[config.mk]
export PLATFORM = sky130hd
export DESIGN_NAME = approx_motif_scan_profile_count
export DESIGN_NICKNAME = d
export VERILOG_FILES = /design/src/rtl/core/amspc_pkg.sv /design/src/rtl/core/amspc_cell.sv /design/src/rtl/core/approx_motif_scan_profile_count.sv
export SDC_FILE = /design/constraint.sdc
export NUM_CORES = 2
export LEC_CHECK = 0
export ABC_AREA = 1
export CAP_MARGIN = 20
export CORE_ASPECT_RATIO = 1.5
export CORE_MARGIN = 3
export CORE_UTILIZATION = 40
export DETAILED_ROUTE_END_ITERATION = 6
export DONT_BUFFER_PORTS = 1
export SYNTH_ARGS = -nofsm -noshare
export SYNTH_HDL_FRONTEND = slang
export SYNTH_SLANG_ARGS = --single-unit
[constraint.sdc]
create_clock -name clk -period 18 [get_ports clk]
set_input_delay 1.8 -clock clk [delete_from_list [all_inputs] [get_ports clk]]
set_output_delay 1.8 -clock clk [all_outputs]
set_load 0.02 [all_outputs]
[src/rtl/core/amspc_pkg.sv]
package amspc_pkg;

	localparam int MAX_PATTERN_DEF    = 12;
	localparam int COUNT_WIDTH_DEF    = 20;
	localparam int POSITION_WIDTH_DEF = 16;

	localparam int PAT_BASES = 12;
	localparam int CFG_W     = 24;
	localparam int MISM_W    = 5;
	localparam int LEN_MIN   = 6;

	localparam logic [1:0] REG_PATTERN = 2'd0;
	localparam logic [1:0] REG_LENGTH  = 2'd1;
	localparam logic [1:0] REG_MAXMIS  = 2'd2;

	localparam logic FUNC_SEQ  = 1'b0;
	localparam logic FUNC_READ = 1'b1;

	localparam logic [1:0] BASE_A = 2'd0;
	localparam logic [1:0] BASE_C = 2'd1;
	localparam logic [1:0] BASE_G = 2'd2;
	localparam logic [1:0] BASE_T = 2'd3;

	typedef struct packed {
		logic shift;
		logic clear;
		logic hit;
	} amspc_cell_ctl_t;

	typedef struct packed {
		logic       bad;
		logic [1:0] code;
	} amspc_base_t;

	function automatic amspc_base_t base_decode(input logic [7:0] ch);
		amspc_base_t r;
		r.bad  = 1'b0;
		r.code = BASE_A;
		if (ch inside {8'h41, 8'h61}) begin
			r.code = BASE_A;
		end else if (ch inside {8'h43, 8'h63}) begin
			r.code = BASE_C;
		end else if (ch inside {8'h47, 8'h67}) begin
			r.code = BASE_G;
		end else if (ch inside {8'h54, 8'h74}) begin
			r.code = BASE_T;
		end else begin
			r.bad = 1'b1;
		end
		return r;
	endfunction

endpackage

[src/rtl/core/amspc_cell.sv]
module amspc_cell
	import amspc_pkg::*;
#(
	parameter int COUNT_WIDTH = COUNT_WIDTH_DEF
) (
	input  logic                            clk,
	input  logic                            arst_n,
	input  amspc_cell_ctl_t                 ctl,
	input  logic [1:0]                      shift_base,
	input  logic                            shift_bad,
	input  logic                            en,
	input  logic [1:0]                      al_base,
	input  logic                            al_bad,
	input  logic [1:0]                      pat_base,
	output logic [1:0]                      slot_base,
	output logic                            slot_bad,
	output logic                            miss,
	output logic                            bad,
	output logic [3:0][COUNT_WIDTH-1:0]     cnt
);

	localparam logic [COUNT_WIDTH-1:0] CNT_MAX = '1;

	logic [1:0]                  base_q;
	logic                        bad_q;
	logic [3:0][COUNT_WIDTH-1:0] cnt_q;

	always_ff @(posedge clk or negedge arst_n) begin
		if (!arst_n) begin
			base_q <= BASE_A;
			bad_q  <= 1'b1;
		end else if (ctl.shift) begin
			if (ctl.clear) begin
				base_q <= BASE_A;
				bad_q  <= 1'b1;
			end else begin
				base_q <= shift_base;
				bad_q  <= shift_bad;
			end
		end
	end

	always_ff @(posedge clk or negedge arst_n) begin
		if (!arst_n) begin
			cnt_q <= '0;
		end else if (ctl.hit && en && cnt_q[al_base] != CNT_MAX) begin
			cnt_q[al_base] <= cnt_q[al_base] + 1'b1;
		end
	end

	assign slot_base = base_q;
	assign slot_bad  = bad_q;
	assign miss      = en && (al_base != pat_base);
	assign bad       = en && al_bad;
	assign cnt       = cnt_q;

endmodule

[src/rtl/core/approx_motif_scan_profile_count.sv]
// An accepted request's result is in the output register in the next cycle.
// Throughput: one request per cycle if not stalled; the window compare, mismatch
//   sum and the per-position counter updates all settle in the accept cycle.
// in_ready is high while the output register is empty or being drained.
// Reset (arst_n low, async): window marked invalid, counts and total cleared,
//   pattern 0, length 6, mismatch limit 0. No clearing pass is needed.
module approx_motif_scan_profile_count
	import amspc_pkg::*;
#(
	parameter int MAX_PATTERN    = MAX_PATTERN_DEF,
	parameter int COUNT_WIDTH    = COUNT_WIDTH_DEF,
	parameter int POSITION_WIDTH = POSITION_WIDTH_DEF
) (
	input  logic                      clk,
	input  logic                      arst_n,
	input  logic                      cfg_we,
	input  logic [1:0]                cfg_index,
	input  logic [CFG_W-1:0]          cfg_data,
	input  logic                      in_valid,
	output logic                      in_ready,
	input  logic                      func,
	input  logic [7:0]                seq_char,
	input  logic                      last_in_seq,
	input  logic [3:0]                read_position,
	input  logic [1:0]                read_letter,
	output logic                      out_valid,
	input  logic                      out_ready,
	output logic                      window_valid,
	output logic                      window_match,
	output logic [3:0]                mismatch_count,
	output logic [POSITION_WIDTH-1:0] window_start,
	output logic [COUNT_WIDTH-1:0]    match_total,
	output logic [COUNT_WIDTH-1:0]    count_value
);

	localparam int IDX_W = $clog2(MAX_PATTERN);
	localparam int LEN_W = $clog2(MAX_PATTERN + 1);
	localparam int SEL_W = $clog2(2 * MAX_PATTERN);
	localparam logic [COUNT_WIDTH-1:0]    CNT_MAX = '1;
	localparam logic [POSITION_WIDTH-1:0] POS_MAX = '1;

	logic [CFG_W-1:0]          pattern_q;
	logic [3:0]                len_q;
	logic [3:0]                maxmm_q;
	logic [POSITION_WIDTH-1:0] chars_q;
	logic [COUNT_WIDTH-1:0]    total_q;

	logic                      ovalid_q;
	logic                      wvalid_q;
	logic                      wmatch_q;
	logic [3:0]                mism_q;
	logic [POSITION_WIDTH-1:0] start_q;
	logic [COUNT_WIDTH-1:0]    cval_q;

	logic                      accept;
	logic                      seq_acc;
	amspc_base_t               dec;
	amspc_cell_ctl_t           ctl;
	logic [LEN_W-1:0]          len_eff;

	logic [MAX_PATTERN-1:0][1:0]              nb_base;
	logic [MAX_PATTERN-1:0]                   nb_bad;
	logic [MAX_PATTERN-1:0][1:0]              slot_base;
	logic [MAX_PATTERN-1:0]                   slot_bad;
	logic [MAX_PATTERN-1:0]                   miss;
	logic [MAX_PATTERN-1:0]                   bad;
	logic [3:0][COUNT_WIDTH-1:0]              cnt_rows [MAX_PATTERN];

	logic                      win_ok;
	logic [MISM_W-1:0]         mism;
	logic                      hit;
	logic [POSITION_WIDTH-1:0] chars_next;
	logic [POSITION_WIDTH-1:0] start;
	logic [COUNT_WIDTH-1:0]    rd_val;

	assign in_ready = !ovalid_q || out_ready;
	assign accept   = in_valid && in_ready;
	assign seq_acc  = accept && (func == FUNC_SEQ);
	assign dec      = base_decode(seq_char);

	always_comb begin
		if (len_q < 4'(LEN_MIN)) begin
			len_eff = LEN_W'(LEN_MIN);
		end else if (32'(len_q) > MAX_PATTERN) begin
			len_eff = LEN_W'(MAX_PATTERN);
		end else begin
			len_eff = LEN_W'(len_q);
		end
	end

	always_comb begin
		for (int i = 0; i < MAX_PATTERN - 1; i++) begin
			nb_base[i] = slot_base[i+1];
			nb_bad[i]  = slot_bad[i+1];
		end
		nb_base[MAX_PATTERN-1] = dec.code;
		nb_bad[MAX_PATTERN-1]  = dec.bad;
	end

	for (genvar g = 0; g < MAX_PATTERN; g++) begin : g_cell
		logic             en;
		logic [SEL_W-1:0] sel;
		logic [1:0]       al_base;
		logic             al_bad;
		logic [1:0]       pat_base;

		assign en  = 32'(len_eff) > g;
		assign sel = SEL_W'(MAX_PATTERN + g) - SEL_W'(len_eff);
		assign al_base = en ? nb_base[sel[IDX_W-1:0]] : BASE_A;
		assign al_bad  = en ? nb_bad[sel[IDX_W-1:0]] : 1'b0;

		if (g < PAT_BASES) begin : g_pat
			assign pat_base = pattern_q[2*g +: 2];
		end else begin : g_nopat
			assign pat_base = BASE_A;
		end

		amspc_cell #(
			.COUNT_WIDTH(COUNT_WIDTH)
		) u_cell (
			.clk        (clk),
			.arst_n     (arst_n),
			.ctl        (ctl),
			.shift_base (nb_base[g]),
			.shift_bad  (nb_bad[g]),
			.en         (en),
			.al_base    (al_base),
			.al_bad     (al_bad),
			.pat_base   (pat_base),
			.slot_base  (slot_base[g]),
			.slot_bad   (slot_bad[g]),
			.miss       (miss[g]),
			.bad        (bad[g]),
			.cnt        (cnt_rows[g])
		);
	end

	always_comb begin
		mism = '0;
		for (int i = 0; i < MAX_PATTERN; i++) begin
			mism = mism + MISM_W'(miss[i]);
		end
	end

	assign win_ok     = ~|bad;
	assign hit        = seq_acc && win_ok && (mism <= MISM_W'(maxmm_q));
	assign chars_next = (chars_q != POS_MAX) ? chars_q + 1'b1 : chars_q;
	assign start      = (chars_next >= POSITION_WIDTH'(len_eff))
		? chars_next - POSITION_WIDTH'(len_eff) : '0;

	assign ctl.shift = seq_acc;
	assign ctl.clear = last_in_seq;
	assign ctl.hit   = hit;

	assign rd_val = (32'(read_position) < MAX_PATTERN)
		? cnt_rows[read_position[IDX_W-1:0]][read_letter] : '0;

	always_ff @(posedge clk or negedge arst_n) begin
		if (!arst_n) begin
			pattern_q <= '0;
			len_q     <= 4'(LEN_MIN);
			maxmm_q   <= '0;
		end else if (cfg_we) begin
			case (cfg_index)
				REG_PATTERN: pattern_q <= cfg_data;
				REG_LENGTH:  len_q     <= cfg_data[3:0];
				REG_MAXMIS:  maxmm_q   <= cfg_data[3:0];
				default: ;
			endcase
		end
	end

	always_ff @(posedge clk or negedge arst_n) begin
		if (!arst_n) begin
			chars_q <= '0;
			total_q <= '0;
		end else begin
			if (seq_acc) begin
				chars_q <= last_in_seq ? '0 : chars_next;
			end
			if (hit && total_q != CNT_MAX) begin
				total_q <= total_q + 1'b1;
			end
		end
	end

	always_ff @(posedge clk or negedge arst_n) begin
		if (!arst_n) begin
			ovalid_q <= 1'b0;
		end else if (accept) begin
			ovalid_q <= 1'b1;
		end else if (out_ready) begin
			ovalid_q <= 1'b0;
		end
	end

	always_ff @(posedge clk) begin
		if (accept) begin
			if (func == FUNC_SEQ) begin
				wvalid_q <= win_ok;
				wmatch_q <= hit;
				mism_q   <= !win_ok ? 4'd0 : (mism > MISM_W'(15)) ? 4'hF : mism[3:0];
				start_q  <= win_ok ? start : '0;
				cval_q   <= '0;
			end else begin
				wvalid_q <= 1'b0;
				wmatch_q <= 1'b0;
				mism_q   <= '0;
				start_q  <= '0;
				cval_q   <= rd_val;
			end
		end
	end

	assign out_valid      = ovalid_q;
	assign window_valid   = wvalid_q;
	assign window_match   = wmatch_q;
	assign mismatch_count = mism_q;
	assign window_start   = start_q;
	assign match_total    = total_q;
	assign count_value    = cval_q;

endmodule

==> metrics list <==
* Sum of internal, switching and leakage power: 0.00762 W
- Endpoint arrival time on the critical path: 12460 ps
- Element type at the critical path start: register
- Result of the run: finished with violations
- Post-cts hold buffer count: 0
- After the last flow step, the layout net total stands at 10400.
* Wire length of the first global-routing pass: 519000 um
- Internal power: 0.00464 W
- Subtracting the final worst setup slack from the clock period gives 11800 ps.
- The number of max-slew violations in the final report is 0.
- In this run, distinct cell masters in the synthesized netlist total 62.
* Part of the power in registers: 33.6%
- The tree built by TritonCTS fans out to 1104 sinks.
- Setup violations remaining at the end of the flow were counted as 0.
- Clock network power share: 36.2%
- Final clock period utilization by the worst path: 65.6%
- TritonCTS clock tree: done
- VDD IR max: 0.132 mV
* Total Wirelength: 365000 um
- Layout Skew: 42.7 ps
- Following the worst setup path forward leads to its endpoint at g_cell[4].u_cell.cnt[45].
- Number of I/O port buffers: 0
* Final hold violation count: 0
- Vias in the first global route: 70200
- Counting every net in the synthesized netlist gives 10600.
* Flops & latches, synth: 1104
- Weighted congestion reported at the end of routability-driven placement: 1.09
* Startpoint of the worst register-to-register path: len_q[2]
- The worst register-to-register path ends at g_cell[4].u_cell.cnt[45].
- With fillers left out, the area of the finished cells amounts to 0.0764 sq mm.
- After detailed routing, the number of remaining DRC violations is 13.
* Final HPWL from detailed placement: 266000 um
- Summing all placed instances gives a cell area of 0.0716 sq mm.
- The sequential cells in the finished layout cover a total of 0.0279 sq mm.
* Die Area: 0.180 sq mm
* Largest driver fanout on the critical path: 41
* Total number of vias: 74000
- Summed over all failing endpoints, the final setup total negative slack is 0 ps.
- Switching part of the total: 39.1%
* Average via count per standard cell: 5.84
* Placeable Area: 0.174 sq mm
* Number of clock buffers inserted by TritonCTS: 121
- Transition at the pin with the smallest max-transition slack: 1340 ps
- In the final routed layout, each cell accounts on average for 28.9 um.
- During synthesis, Yosys emitted a total of 0 warnings.
* Post-CTS Repair Setup Buffers: 0
- In this run the core area contains 187 standard-cell rows.
- Die Width: 348 um
- Relative to the synthesized area, the layout overhead comes to 8.90%.
- Area of the mapped netlist: 0.0701 sq mm
* Hold_ws: 472 ps
- The most used flip-flop cell after synthesis is sky130_fd_sc_hd__dfrtp_1.
* Class of the tightest hold or removal check: reg2reg
- In this run the static leakage power is 37.1 nW.
* Number of buffers on the longest clock path: 3
* Cells after Synth: 10500
* Maximum clock frequency: 84.7 MHz
* Portion of total power attributed to combinational logic: 30.1%
* Area fraction of the dominant cell type after synthesis: 37.4%
* Count of flip-flops with a built-in enable after synthesis: 42
- Data on the critical path is required at its endpoint by 18650 ps.
- The tool flagged a number of max-cap violations equal to 0.
- Slowest stage cell on the critical path: sky130_fd_sc_hd__nand3_1
- Measured in cells, the most critical reg-to-reg path has a length of 35.
- Dividing total power by cell area gives a power density of 99.7 mW/mm^2.
- Pre-antenna DRT Iters: 7
- RSZ-0062 raised after global routing: no
- Maximum number of pins on one net before global-route repair: 461
* Total overflow reported by the global router: 0
* Clock tree root driver cell: sky130_fd_sc_hd__clkbuf_16
- Vert. Die Dim: 519 um
- After synthesis, the share of flip-flops with an asynchronous set or reset is 96.2%.
- Counting the fill cells in the layout gives 18600.
- For this configuration, the core starts out at a cell density of 40.4%.
- The worst setup path is captured at a register.
- Post_cts resized: 0
* Ratio of cells with drive above 1 in the final layout: 5.48%
* Global-route total usage across every layer: 40.0%
- Clock-pin slew was measured on the worst setup and hold paths at 60 ps.
* Clk_lat worst skew: 800 ps
- Summing all multi-input logic gate instances after layout gives 0.0372 sq mm.
- Detailed router's first-iteration violation count: 8387
* Top area cells in the synthesized netlist: sky130_fd_sc_hd__dfrtp_1 (37%), sky130_fd_sc_hd__nand2_1 (26%), sky130_fd_sc_hd__o21ai_0 (5.1%), sky130_fd_sc_hd__nand3_1 (3.5%), sky130_fd_sc_hd__inv_1 (3.4%)
- Launch point of the critical path: len_q[2]
- In this run the count of I/O pins placed on the die edge is 111.
- Antenna-violating nets left: 0
- Worst-case register-to-register setup slack: 6200 ps
- For this design the total switching power over the nets is 0.00298 W.
- Worst-case headroom to the max-slew limit: 9.89%
* CP Class: reg2reg
* Sequential area share after synthesis: 39.7%
- Largest incremental delay on the critical path: 1120 ps
- Synthesized area per cell: 6.65 sq um
- # H-tree levels: 3
- The initial antenna violation count came to 29.
* Largest area contributor in the synthesized netlist: sky130_fd_sc_hd__dfrtp_1
* Violations in the final reports: DRC
==> cells in the final DEF, fill, tap and decap left out, drive strengths merged, types with 138 or more instances in the layout <==
cell    synthesis  routed
buf           313     173
dfrtp        1049    1049
inv           655     658
nand2        4882    4882
clkbuf        261     172
nor2          633     633
o21ai         760     760
nand4         328     328
xor2          138     138
nand3         511     511
a21oi         441     441
==> layer usage <==
layer  wire length, um  global-route usage (%)
met3             26200                    8.03
met1            121000                    41.9
met4             52600                    46.3
met2            165000                    62.9
met5                39                       0
==> flip-flops by register name, summed over array words and instances (netlist names) <==
signal and count:
len_q 4, pattern_q 24, chars_q 16, g_cell.u_cell.cnt 960
window_match 1, match_total 20, mismatch_count 4, window_start 16
maxmm_q 4, g_cell.u_cell.slot_base 22, count_value 20, window_valid 1
g_cell.u_cell.slot_bad 11, out_valid 1
==> final cells by class <==
cell class                 count  share of cell area (%)
clock inverter                56                    1.02
timing repair buffer         178                    2.18
antenna                       30                  0.0983
inverter                     663                    3.28
sequential                  1104                    36.5
tap                         2268                    3.72
multi-input combinational   8198                    48.7
clock buffer                 167                    4.52
==> worst max-delay path: cells and delay by family, from the launching register on <==
family                     cells  cell delay [ps]
and+or+nand+nor               12             4000
adders and majority gates      7             2560
AOI/OAI and AO/OA              4             1100
xor gates and xnor gates       1              730
buffers and inverters         11             2430
DFF                            1              700
==> cell usage after synthesis, types with 34 or more instances <==
| cell type | n |
|---|---|
| sky130_fd_sc_hd__a21oi_1 | 438 |
| sky130_fd_sc_hd__a22oi_1 | 73 |
| sky130_fd_sc_hd__buf_1 | 41 |
| sky130_fd_sc_hd__buf_2 | 215 |
| sky130_fd_sc_hd__buf_4 | 39 |
| sky130_fd_sc_hd__clkbuf_1 | 261 |
| sky130_fd_sc_hd__dfrtp_1 | 1049 |
| sky130_fd_sc_hd__edfxtp_1 | 42 |
| sky130_fd_sc_hd__ha_1 | 34 |
| sky130_fd_sc_hd__inv_1 | 637 |
| sky130_fd_sc_hd__nand2_1 | 4863 |
| sky130_fd_sc_hd__nand3_1 | 492 |
| sky130_fd_sc_hd__nand4_1 | 327 |
| sky130_fd_sc_hd__nor2_1 | 575 |
| sky130_fd_sc_hd__nor2_2 | 43 |
| sky130_fd_sc_hd__o211ai_1 | 54 |
| sky130_fd_sc_hd__o21ai_0 | 721 |
| sky130_fd_sc_hd__o21ai_1 | 36 |
| sky130_fd_sc_hd__o22ai_1 | 79 |
| sky130_fd_sc_hd__xnor2_1 | 61 |
| sky130_fd_sc_hd__xor2_1 | 138 |
==> per-stage QoR <==
| stage | std cells | utilization, % | setup WS [ps] |
|---|---|---|---|
| final | 12700 | 44.0 | 6200 |
| after global routing | 12600 | 44.0 | 5750 |
| after CTS | 12600 | 43.7 | 6350 |
| after detailed placement | 12400 | 41.3 | 5560 |
| after global placement | 12400 | 41.2 | 5580 |
| after floorplan | 10500 | - | 10080 |
==> cell families (layout without fill, tap and decap cells) <==
kind of cell             after synthesis  count (layout)  synth area share [%]
AO/OA/AOI/OAI                       1512            1512                  11.9
XOR/XNOR                             199             199                  2.49
adder cells (fa/ha/maj)               42              42                 0.835
buffers and inverters               1237            1064                  7.41
flip-flops                          1104            1104                  39.7
multiplexers                          22              22                 0.350
other                                  0              30                     0
AND/OR/NAND/NOR                     6423            6423                  37.3
==> power by group through the flow <==
stage / Clock, W / Combinational (W) / Sequential (W)
after floorplan: 0 / 0.00138 / 0.00259
after global placement: 0 / 0.00219 / 0.00261
after detailed placement: 0 / 0.00220 / 0.00261
after CTS: 0.00278 / 0.00222 / 0.00256
after global routing: 0.00286 / 0.00244 / 0.00256
final: 0.00276 / 0.00229 / 0.00256
==> worst min path at each step <==
stage                                   startpoint                       end  slack, ps  depth (start not counted)
after floorplan            g_cell[4].u_cell.cnt[1]   g_cell[4].u_cell.cnt[1]        440                          2
after global placement    g_cell[7].u_cell.cnt[45]  g_cell[7].u_cell.cnt[45]        450                          2
after detailed placement  g_cell[7].u_cell.cnt[45]  g_cell[7].u_cell.cnt[45]        460                          2
after CTS                 g_cell[7].u_cell.cnt[45]  g_cell[7].u_cell.cnt[45]        470                          2
after global routing      g_cell[0].u_cell.cnt[57]  g_cell[0].u_cell.cnt[57]        490                          2
final                     g_cell[7].u_cell.cnt[45]  g_cell[7].u_cell.cnt[45]        470                          2
Note: power is estimated with default switching activity, not from simulation.
